## src/utf8s_pkg.sv

```systemverilog
package utf8s_pkg;

   // Default width of the per-string character counter
   localparam int INDEX_BITS_DEFAULT = 16;

   // Width of the index reported on the result channel
   localparam int INDEX_OUT_BITS = 16;
   localparam logic [INDEX_OUT_BITS-1:0] INDEX_OUT_MAX = '1;

   // Longest UTF-8 character and the number of bytes held while one is open
   localparam int CHAR_BYTES_MAX = 4;
   localparam int HELD_BYTES = CHAR_BYTES_MAX - 1;

   // Result queue depth; a power of two so the pointers wrap on their own
   localparam int RESULT_QUEUE_DEPTH = 4;

   // Result status codes
   localparam logic [1:0] STATUS_CHAR  = 2'd0;
   localparam logic [1:0] STATUS_TERM  = 2'd1;
   localparam logic [1:0] STATUS_ERROR = 2'd2;

   localparam logic [7:0] NUL_BYTE = 8'h00;

   // One result transaction
   typedef struct packed {
      logic [CHAR_BYTES_MAX-1:0][7:0] char_bytes;
      logic [2:0]                     char_length;
      logic [1:0]                     status;
      logic [INDEX_OUT_BITS-1:0]      char_index;
      logic                           run_end;
   } result_type;

   // Up to two results written into the queue in one cycle
   typedef struct packed {
      logic       push0;
      logic       push1;
      result_type first;
      result_type second;
   } push_type;

endpackage

```

## src/utf8s_decode.sv

```systemverilog
module utf8s_decode #(
   parameter int INDEX_BITS = utf8s_pkg::INDEX_BITS_DEFAULT
) (
   input  logic                clock,
   input  logic                reset,
   input  logic                req_valid,
   output logic                req_stall,
   input  logic [7:0]          req_data_byte,
   input  logic                req_last_byte,
   input  logic                room,
   output utf8s_pkg::push_type push
);
   import utf8s_pkg::*;

   localparam logic [INDEX_BITS-1:0] COUNTER_MAX = '1;
   localparam logic [INDEX_BITS-1:0] INDEX_CLAMP = INDEX_BITS'(INDEX_OUT_MAX);

   // Input register
   logic       in_valid_ff, in_valid_in;
   logic [7:0] byte_ff;
   logic       last_ff;

   // Segmentation state
   logic [7:0]            held_ff [HELD_BYTES];
   logic [7:0]            held_in [HELD_BYTES];
   logic [1:0]            held_count_ff, held_count_in;
   logic [2:0]            expected_ff, expected_in;
   logic [INDEX_BITS-1:0] counter_ff, counter_in;
   logic                  discarding_ff, discarding_in;

   logic                                process;
   logic                                trailing;
   logic [2:0]                          lead_len;
   logic [2:0]                          char_len;
   logic [CHAR_BYTES_MAX-1:0][7:0]      char_bytes;
   logic [INDEX_BITS-1:0]               counter_inc;
   logic [INDEX_OUT_BITS-1:0]           index_now;
   logic [INDEX_OUT_BITS-1:0]           index_next;
   logic                                term_only;
   logic                                error_hit;
   logic                                char_done;
   logic                                string_done;

   function automatic logic [INDEX_OUT_BITS-1:0] clamp_index(input logic [INDEX_BITS-1:0] v);
      clamp_index = (v > INDEX_CLAMP) ? INDEX_OUT_MAX : INDEX_OUT_BITS'(v);
   endfunction

   // Take a new byte whenever the register is empty or drains this cycle
   assign process   = in_valid_ff && room;
   assign req_stall = in_valid_ff && !room;

   always_comb begin
      in_valid_in = in_valid_ff;
      if (req_valid && !req_stall) begin
         in_valid_in = 1'b1;
      end else if (process) begin
         in_valid_in = 1'b0;
      end
   end

   // Classify the byte
   assign trailing = (byte_ff[7:6] == 2'b10);

   always_comb begin
      priority if (byte_ff[7:5] == 3'b110) begin
         lead_len = 3'd2;
      end else if (byte_ff[7:4] == 4'b1110) begin
         lead_len = 3'd3;
      end else if (byte_ff[7:3] == 5'b11110) begin
         lead_len = 3'd4;
      end else begin
         lead_len = 3'd0;
      end
   end

   // Assemble the character from held bytes plus the current one
   always_comb begin
      char_bytes = '0;
      for (int i = 0; i < HELD_BYTES; i++) begin
         if (2'(i) < held_count_ff) begin
            char_bytes[i] = held_ff[i];
         end
      end
      char_bytes[held_count_ff] = byte_ff;
   end

   assign char_len    = {1'b0, held_count_ff} + 3'd1;
   assign counter_inc = (counter_ff == COUNTER_MAX) ? counter_ff : counter_ff + 1'b1;
   assign index_now   = clamp_index(counter_ff);
   assign index_next  = clamp_index(counter_inc);

   // Decide what this byte does
   always_comb begin
      held_in       = held_ff;
      held_count_in = held_count_ff;
      expected_in   = expected_ff;
      term_only     = 1'b0;
      error_hit     = 1'b0;
      char_done     = 1'b0;
      string_done   = 1'b0;
      if (process) begin
         if (discarding_ff) begin
            string_done = last_ff;
         end else if (held_count_ff == 2'd0) begin
            priority if (byte_ff == NUL_BYTE) begin
               term_only = 1'b1;
            end else if (!byte_ff[7]) begin
               char_done = 1'b1;
            end else if (lead_len == 3'd0 || last_ff) begin
               error_hit = 1'b1;
            end else begin
               held_in[0]    = byte_ff;
               held_count_in = 2'd1;
               expected_in   = lead_len;
            end
         end else begin
            priority if (!trailing) begin
               error_hit = 1'b1;
            end else if (char_len >= expected_ff) begin
               char_done = 1'b1;
            end else if (last_ff) begin
               error_hit = 1'b1;
            end else begin
               held_in[held_count_ff] = byte_ff;
               held_count_in          = held_count_ff + 2'd1;
            end
         end
      end
   end

   // Build results and the next state
   always_comb begin
      push          = '0;
      counter_in    = counter_ff;
      discarding_in = discarding_ff;
      if (term_only) begin
         push.push0              = 1'b1;
         push.first.char_length  = 3'd1;
         push.first.status       = STATUS_TERM;
         push.first.char_index   = index_now;
         push.first.run_end      = 1'b1;
         discarding_in           = !last_ff;
      end
      if (error_hit) begin
         push.push0              = 1'b1;
         push.first.status       = STATUS_ERROR;
         push.first.char_index   = index_now;
         push.first.run_end      = 1'b1;
         discarding_in           = !last_ff;
      end
      if (char_done) begin
         push.push0              = 1'b1;
         push.first.char_bytes   = char_bytes;
         push.first.char_length  = char_len;
         push.first.status       = STATUS_CHAR;
         push.first.char_index   = index_now;
         push.first.run_end      = !last_ff;
         counter_in              = counter_inc;
         if (last_ff) begin
            push.push1              = 1'b1;
            push.second.char_length = 3'd1;
            push.second.status      = STATUS_TERM;
            push.second.char_index  = index_next;
            push.second.run_end     = 1'b1;
         end
      end
      // Return to the reset state at the end of a string
      if (string_done || ((term_only || error_hit || char_done) && last_ff)) begin
         counter_in    = '0;
         discarding_in = 1'b0;
      end
   end

   // Registers
   always_ff @(posedge clock) begin
      if (reset) begin
         in_valid_ff   <= 1'b0;
         held_count_ff <= 2'd0;
         expected_ff   <= 3'd0;
         counter_ff    <= '0;
         discarding_ff <= 1'b0;
      end else begin
         in_valid_ff <= in_valid_in;
         if (term_only || error_hit || char_done || string_done) begin
            held_count_ff <= 2'd0;
            expected_ff   <= 3'd0;
         end else begin
            held_count_ff <= held_count_in;
            expected_ff   <= expected_in;
         end
         counter_ff    <= counter_in;
         discarding_ff <= discarding_in;
      end
   end

   always_ff @(posedge clock) begin
      if (req_valid && !req_stall) begin
         byte_ff <= req_data_byte;
         last_ff <= req_last_byte;
      end
      held_ff <= held_in;
   end

   // An open character always has bytes still to come
   assert property (@(posedge clock) disable iff (reset)
      (held_count_ff != 2'd0) |-> ({1'b0, held_count_ff} < expected_ff))
      else $error("held count not below expected length");

   // Dropping bytes never coexists with an open character
   assert property (@(posedge clock) disable iff (reset)
      discarding_ff |-> (held_count_ff == 2'd0))
      else $error("discarding with bytes held");

   // A second result is only a terminator after a character
   assert property (@(posedge clock) disable iff (reset)
      push.push1 |-> (push.push0 && push.first.status == STATUS_CHAR &&
                      push.second.status == STATUS_TERM))
      else $error("bad result pair");

endmodule

```

## src/utf8s_result_queue.sv

```systemverilog
module utf8s_result_queue (
   input  logic                  clock,
   input  logic                  reset,
   input  utf8s_pkg::push_type   push,
   output logic                  room,
   output logic                  rsp_valid,
   input  logic                  rsp_stall,
   output utf8s_pkg::result_type head
);
   import utf8s_pkg::*;

   localparam int DEPTH    = RESULT_QUEUE_DEPTH;
   localparam int PTR_BITS = $clog2(DEPTH);
   localparam int CNT_BITS = $clog2(DEPTH + 1);

   result_type            entries_ff [DEPTH];
   logic [PTR_BITS-1:0]   wr_ptr_ff, wr_ptr_in;
   logic [PTR_BITS-1:0]   rd_ptr_ff, rd_ptr_in;
   logic [CNT_BITS-1:0]   count_ff, count_in;
   logic                  pop;

   // Room for a full pair of results
   assign room      = (count_ff <= CNT_BITS'(DEPTH - 2));
   assign rsp_valid = (count_ff != '0);
   assign pop       = rsp_valid && !rsp_stall;
   assign head      = entries_ff[rd_ptr_ff];

   // Advance pointers and occupancy
   always_comb begin
      wr_ptr_in = wr_ptr_ff + PTR_BITS'(push.push0) + PTR_BITS'(push.push1);
      rd_ptr_in = rd_ptr_ff + PTR_BITS'(pop);
      count_in  = count_ff + CNT_BITS'(push.push0) + CNT_BITS'(push.push1) - CNT_BITS'(pop);
   end

   always_ff @(posedge clock) begin
      if (reset) begin
         wr_ptr_ff <= '0;
         rd_ptr_ff <= '0;
         count_ff  <= '0;
      end else begin
         wr_ptr_ff <= wr_ptr_in;
         rd_ptr_ff <= rd_ptr_in;
         count_ff  <= count_in;
      end
   end

   // Store incoming results
   always_ff @(posedge clock) begin
      if (push.push0) begin
         entries_ff[wr_ptr_ff] <= push.first;
      end
      if (push.push1) begin
         entries_ff[wr_ptr_ff + PTR_BITS'(1)] <= push.second;
      end
   end

   assert property (@(posedge clock) disable iff (reset)
      count_ff <= CNT_BITS'(DEPTH))
      else $error("result queue overflow");

   assert property (@(posedge clock) disable iff (reset)
      push.push0 |-> room)
      else $error("push without room");

   // Hold a stalled result steady
   assert property (@(posedge clock) disable iff (reset)
      (rsp_valid && rsp_stall) |=> (rsp_valid && $stable(head)))
      else $error("stalled result changed");

endmodule

```

## src/utf8_char_segmenter.sv

```systemverilog
// UTF-8 character segmenter. Feed a string one byte per transaction with
// req_last_byte set on its final byte; each complete character comes out as
// one result carrying its bytes, length and index within the string, a NUL at
// a character start or the end of the string on a character boundary gives a
// terminator, and malformed input gives one error result after which the rest
// of the string is dropped silently. The block accepts one byte per clock
// while the result queue has room: a byte is held in the input register and
// its results are written into a four-entry result queue that drives the
// rsp_ ports. A final byte that completes a character yields two results,
// which leave the queue one after the other; the result queue absorbs this,
// and the input stalls only while the queue holds more than two results.
module utf8_char_segmenter #(
   parameter int INDEX_BITS = utf8s_pkg::INDEX_BITS_DEFAULT
) (
   input  logic                                      clock,
   input  logic                                      reset,
   input  logic                                      req_valid,
   output logic                                      req_stall,
   input  logic [7:0]                                req_data_byte,
   input  logic                                      req_last_byte,
   output logic                                      rsp_valid,
   input  logic                                      rsp_stall,
   output logic [7:0]                                rsp_char_byte0,
   output logic [7:0]                                rsp_char_byte1,
   output logic [7:0]                                rsp_char_byte2,
   output logic [7:0]                                rsp_char_byte3,
   output logic [2:0]                                rsp_char_length,
   output logic [1:0]                                rsp_status,
   output logic [utf8s_pkg::INDEX_OUT_BITS-1:0]      rsp_char_index,
   output logic                                      rsp_run_end
);
   import utf8s_pkg::*;

   push_type   push;
   logic       room;
   result_type head;

   utf8s_decode #(
      .INDEX_BITS (INDEX_BITS)
   ) u_decode (
      .clock         (clock),
      .reset         (reset),
      .req_valid     (req_valid),
      .req_stall     (req_stall),
      .req_data_byte (req_data_byte),
      .req_last_byte (req_last_byte),
      .room          (room),
      .push          (push)
   );

   utf8s_result_queue u_queue (
      .clock     (clock),
      .reset     (reset),
      .push      (push),
      .room      (room),
      .rsp_valid (rsp_valid),
      .rsp_stall (rsp_stall),
      .head      (head)
   );

   // Unpack the head result onto the ports
   assign rsp_char_byte0  = head.char_bytes[0];
   assign rsp_char_byte1  = head.char_bytes[1];
   assign rsp_char_byte2  = head.char_bytes[2];
   assign rsp_char_byte3  = head.char_bytes[3];
   assign rsp_char_length = head.char_length;
   assign rsp_status      = head.status;
   assign rsp_char_index  = head.char_index;
   assign rsp_run_end     = head.run_end;

endmodule

```

## config.mk

```make
export PLATFORM = sky130hd
export DESIGN_NAME = utf8_char_segmenter
export DESIGN_NICKNAME = d
export VERILOG_FILES = /design/src/utf8s_pkg.sv /design/src/utf8s_decode.sv /design/src/utf8s_result_queue.sv /design/src/utf8_char_segmenter.sv
export SDC_FILE = /design/constraint.sdc
export NUM_CORES = 1
export LEC_CHECK = 0
export BUFFER_PORTS_ARGS = -buffer_cell sky130_fd_sc_hd__buf_2
export CAP_MARGIN = 20
export CORE_UTILIZATION = 63
export CTS_CLUSTER_DIAMETER = 40
export DETAILED_ROUTE_END_ITERATION = 6
export PLACE_DENSITY = 0.87
export SLEW_MARGIN = 20
export SYNTH_ARGS = -nofsm -noshare
export SYNTH_HDL_FRONTEND = slang
export SYNTH_SLANG_ARGS = --single-unit
export TNS_END_PERCENT = 5
```

## constraint.sdc

```tcl
create_clock -name clock -period 8.25 [get_ports clock]
set_input_delay 1.65 -clock clock [delete_from_list [all_inputs] [get_ports clock]]
set_output_delay 1.65 -clock clock [all_outputs]
set_load 0.03 [all_outputs]
```

* Word-level counts from Yosys, hierarchy flattened
Memories as Yosys holds them, arrays and structs flattened. A register that Yosys moved wholly into a read port is not among the register bits. Cells that the tools add are included.
Word-level totals: word-level logic and storage cells 147, bits in registers 63, output and inout bits 56, memory bits (writable) 216, memories 1
Operators by class: magnitude comparators 11, bitwise operators 7, mux-type cells 67, eq/ne operators 10, add/sub/neg operators 10, reductions and logical operators 28
Memory list:
- u_queue.entries_ff | depth 4, width 54, read ports 1, clocked after memory_dff 1, wr ports 2, RTL line utf8s_result_queue.sv:16 | result_type entries_ff [DEPTH];
Operator list (number):
- $mux W24 | 3
- $mux W8 | 9
- $mux W56 | 1
- $mux W16 | 3
- $mux W20 | 2
- $bwmux W32 | 1
- $demux W8 S2 | 2
- $gt A16 B16 Y1 const B | 2
- $mux W1 | 32
- $bwmux W24 | 1
- $mux W22 | 1
- $mux W19 | 1
- $add A16 B1 Y16 const B | 1
- $eq A16 B16 Y1 const B | 1
- $mux W2 | 8
- $reduce_and A6 Y1 | 2
- $mux W3 | 3
- $logic_not A8 Y1 | 1
- $reduce_and A8 Y1 | 1
- $logic_and A1 B1 Y1 | 7
- $add A2 B1 Y2 | 3
- $add A3 B1 Y3 | 2
- $ne A2 B2 Y1 const B | 3
- $not A1 Y1 | 6
- other kinds (24) | 37

* Longest topological paths before layout
depth in word-level cells 17, gate-level depth with buffers 13, mapped depth without buffers 12

* By module
A second synthesis with hierarchy kept.
Second synthesis, totals: cells, all modules 969, area total of the unflattened synthesis 14909.3 µm²
By module, submodules not included:
- utf8s_result_queue | instances 1, area an instance 11325.9 µm², cells an instance 565, sequential area each 6626.4 µm²
- utf8s_decode | instances 1, area an instance 3583.4 µm², cells an instance 404, sequential area each 1451.4 µm²

* Least setup slack after synthesis
Ideal clock, no wire load.
path kind flip-flop to output port, start point register, netlist name u_queue.rd_ptr_ff[0], end point output rsp_char_byte0[0], stages on the path, launching flop included 5, data required time 6.600 ns, arrival 1.836 ns, slack 4.764 ns, path buffers 3, cells stage by stage dfxtp_1 -> clkbuf_1 -> clkbuf_1 -> buf_2 -> mux4_2
RTL lines:
- end: declaration | RTL line utf8_char_segmenter.sv:23 | output logic [7:0] rsp_char_byte0,

==> out/summary.txt <==
Max Root-Sink Buffers - 3
Hold Path Origin - u_queue.entries_ff[3][27]$_SDFFE_PP0P_
Top_reg_cell synth - dfxtp_1
Status - complete, no violations
Mapped Cells - 1075
Total gr overflow - 0
Synth area leaders - dfxtp_1 (27%), edfxtp_1 (26%), mux4_2 (9.6%), o2bb2ai_1 (5.6%), a32o_1 (2.8%)
Worst Skew - 40.8 ps
Worst reg2reg path startpoint - u_decode.held_count_ff[0]$_SDFFE_PP0P_
First-pass GRT wire length - 51000 microns
Fmax - 0.196 GHz
WL/cell - 23.7 microns
Reg-to-reg setup timing slack - 3150 ps
RSZ-0062 raised after global routing - false
Synth top cells by count - dfxtp_1 (170), edfxtp_1 (109), o2bb2ai_1 (81)
Clock transition at path regs - 60 ps
Hold-critical path depth - 1
Final period util - 0.618
Worst Path Max Fanout - 34
Later-pin clock latency in the skew report - 520 ps
FP Rows - 51
Sequential fraction of the synthesis area - 0.529
Synth Cell Area - 12600 sq um
Initial antenna violation count - 0
Pwr per Cell Area - 282 nW/um^2
Sink Count - 279
Drt first-iter violations - 1481
Routed vias/inst - 7.01
Hold/Removal Path Class - reg -> reg
Max-Cap Viols - 0
Cts hold-fix bufs - 0
Area growth from synthesis to layout - 11.9%
YS warnings - 0
CP endpoint kind - flip-flop
Post-Place Cell Area - 12900 sq um
Async set or reset register ratio after synthesis - 0
Vias in the first global route - 9232
Synth cell types - 68
Via count - 9663
Inserted Clock Buffers - 35
# Post-CTS Setup Buffers - 0
Worst Setup Start Kind - flip-flop
Max Slew Vio Count - 0
WP data required - 8330 ps
Pin count of the biggest net entering global routing - 68
DRC viols - 0
Arr. time, crit path - 5180 ps
Core Box Area - 19500 sq um
Die ar. - 20600 sq um
Final instance area - 14100 sq um
Average size of a mapped cell - 11.7 sq um
Yosys top cell area share - 0.270
Net Count, Synth - 1102
Root Buffer - clkbuf_16
Share of post-route cells with drive strength above 1 - 0.200
Final Hold Fails - 0
Worst-case reg-to-reg path depth - 7
Post-cts resize count - 0
Hold EP - u_queue.entries_ff[3][27]$_SDFFE_PP0P_
Die height - 144 microns
Yosys top cell by area - dfxtp_1
Post-synth EDFFs - 109
Setup Crit Path Kind - reg -> reg
Top-level I/O count - 69
Crit. Startpoint - u_decode.held_count_ff[0]$_SDFFE_PP0P_
CTS tree - yes
Normalized max-slew margin - 0.256
Final WL - 32700 microns
Worst-Margin Slew - 1110 ps
GP Congestion - 0.988
Final setup TNS - 0 ps
Global Route Usage Sum - 0.327
Static leakage - 4.79 nW
Fin nets - 1115
Die width - 144 microns
# H-tree levels - 2
Min Tclk post-route - 5100 ps
Count leader, synth - dfxtp_1
Worst reg2reg endpoint - u_queue.entries_ff[1][17]$_DFFE_PP_
Antenna-violating nets left - 0
Final count of negative-setup-slack endpoints - 0
N_diodes - 0
Detailed Place HPWL - 20100 microns
Max rail drop VDD - 0.208 mV
Initial Utilization - 0.646
DRT Pass-1 Iters - 7
Post-synthesis register bit count - 279
Buffers added on ports - 68
## report_power, final
group | internal [mW] | total (mW) | switching (mW) | leakage (nW)
clock | 0.951 | 1.54 | 0.590 | 0.570
combinational | 0.281 | 0.802 | 0.521 | 1.79
sequential | 1.54 | 1.63 | 0.0956 | 2.43
total | 2.77 | 3.98 | 1.21 | 4.79
## flip-flops by register name, indices dropped and copies added (netlist names), 2 cells and up
name	flops
u_queue.rd_ptr_ff	2
u_queue.wr_ptr_ff	2
u_decode.byte_ff	8
u_decode.held_ff	24
u_decode.held_count_ff	2
u_decode.expected_ff	3
u_decode.counter_ff	16
u_queue.entries_ff	216
u_queue.count_ff	3
## placed cells by master (no fill, tap or decap), drive strengths merged, types with 8 or more instances in the layout
| master | synthesis | layout |
|---|---|---|
| dfxtp | 170 | 170 |
| edfxtp | 109 | 109 |
| buf | 66 | 82 |
| o2bb2ai | 81 | 81 |
| a21oi | 70 | 70 |
| nand2 | 67 | 67 |
| mux4 | 54 | 54 |
| o21ai | 54 | 54 |
| clkbuf | 40 | 42 |
| nor2 | 37 | 37 |
| nand3 | 36 | 36 |
| a32o | 35 | 35 |
| nand4 | 29 | 29 |
| a31oi | 28 | 28 |
| inv | 21 | 24 |
| nor3 | 16 | 16 |
| a22o | 16 | 16 |
| and2 | 13 | 13 |
| a21o | 11 | 11 |
| ha | 11 | 11 |
| nor4 | 10 | 10 |
| clkinv | 0 | 9 |
| a22oi | 8 | 8 |
| nor2b | 8 | 8 |
| and3 | 8 | 8 |
| a211oi | 8 | 8 |
## layout make-up
cell class / count / area, sq um
Clock buffer: 42 / 943
Clock inverter: 21 / 246
Fill cell: 1251 / 5410
Inverter: 21 / 78.8
Multi-Input combinational cell: 669 / 5380
Sequential cell: 279 / 6680
Tap cell: 265 / 332
Timing Repair Buffer: 82 / 463
## stage by stage
step | utilization | hold slack, ps | total power [mW] | setup WS [ps] | instances
2_1_floorplan | - | 421 | 2.24 | 4760 | 1075
3_3_place_gp | 0.661 | 429 | 2.42 | 3590 | 1314
3_5_place_dp | 0.661 | 437 | 2.45 | 3350 | 1314
4_1_cts | 0.722 | 452 | 3.98 | 3280 | 1377
5_1_grt | 0.723 | 473 | 4.10 | 2970 | 1379
6_report | 0.723 | 455 | 3.98 | 3150 | 1379
## kinds of logic (layout without fill, tap and decap cells)
family | Yosys count | count (layout) | synth area share
compound gates | 335 | 335 | 0.191
fa+ha+maj | 14 | 14 | 0.0157
mux | 61 | 61 | 0.102
flops | 279 | 279 | 0.529
simple gates | 252 | 252 | 0.110
buf+inv | 127 | 166 | 0.0474
xor+xnor | 7 | 7 | 0.00486
## worst max path at each step
stage	to	slack, ps
after global placement	u_queue.entries_ff[1][17]$_DFFE_PP_	3590
after detailed placement	u_queue.entries_ff[1][13]$_DFFE_PP_	3350
after global routing	u_queue.entries_ff[1][16]$_DFFE_PP_	2970
after CTS	u_queue.entries_ff[1][15]$_DFFE_PP_	3280
after floorplan	rsp_char_byte0[0]	4760
final	u_queue.entries_ff[1][17]$_DFFE_PP_	3150
## layer usage
layer / track usage / wire (microns)
met1: 0.440 / 12700
met2: 0.523 / 15800
met3: 0.0623 / 3270
met4: 0.130 / 949
met5: 0 / 0
## critical path, stage by stage (launching register included)
cell	delay, ps
dfxtp_1	420
ha_1	820
ha_1	410
a211oi_2	300
o211ai_1	320
and4_1	660
a21oi_4	1010
inv_1	740
(Power assumes the default switching activity.)
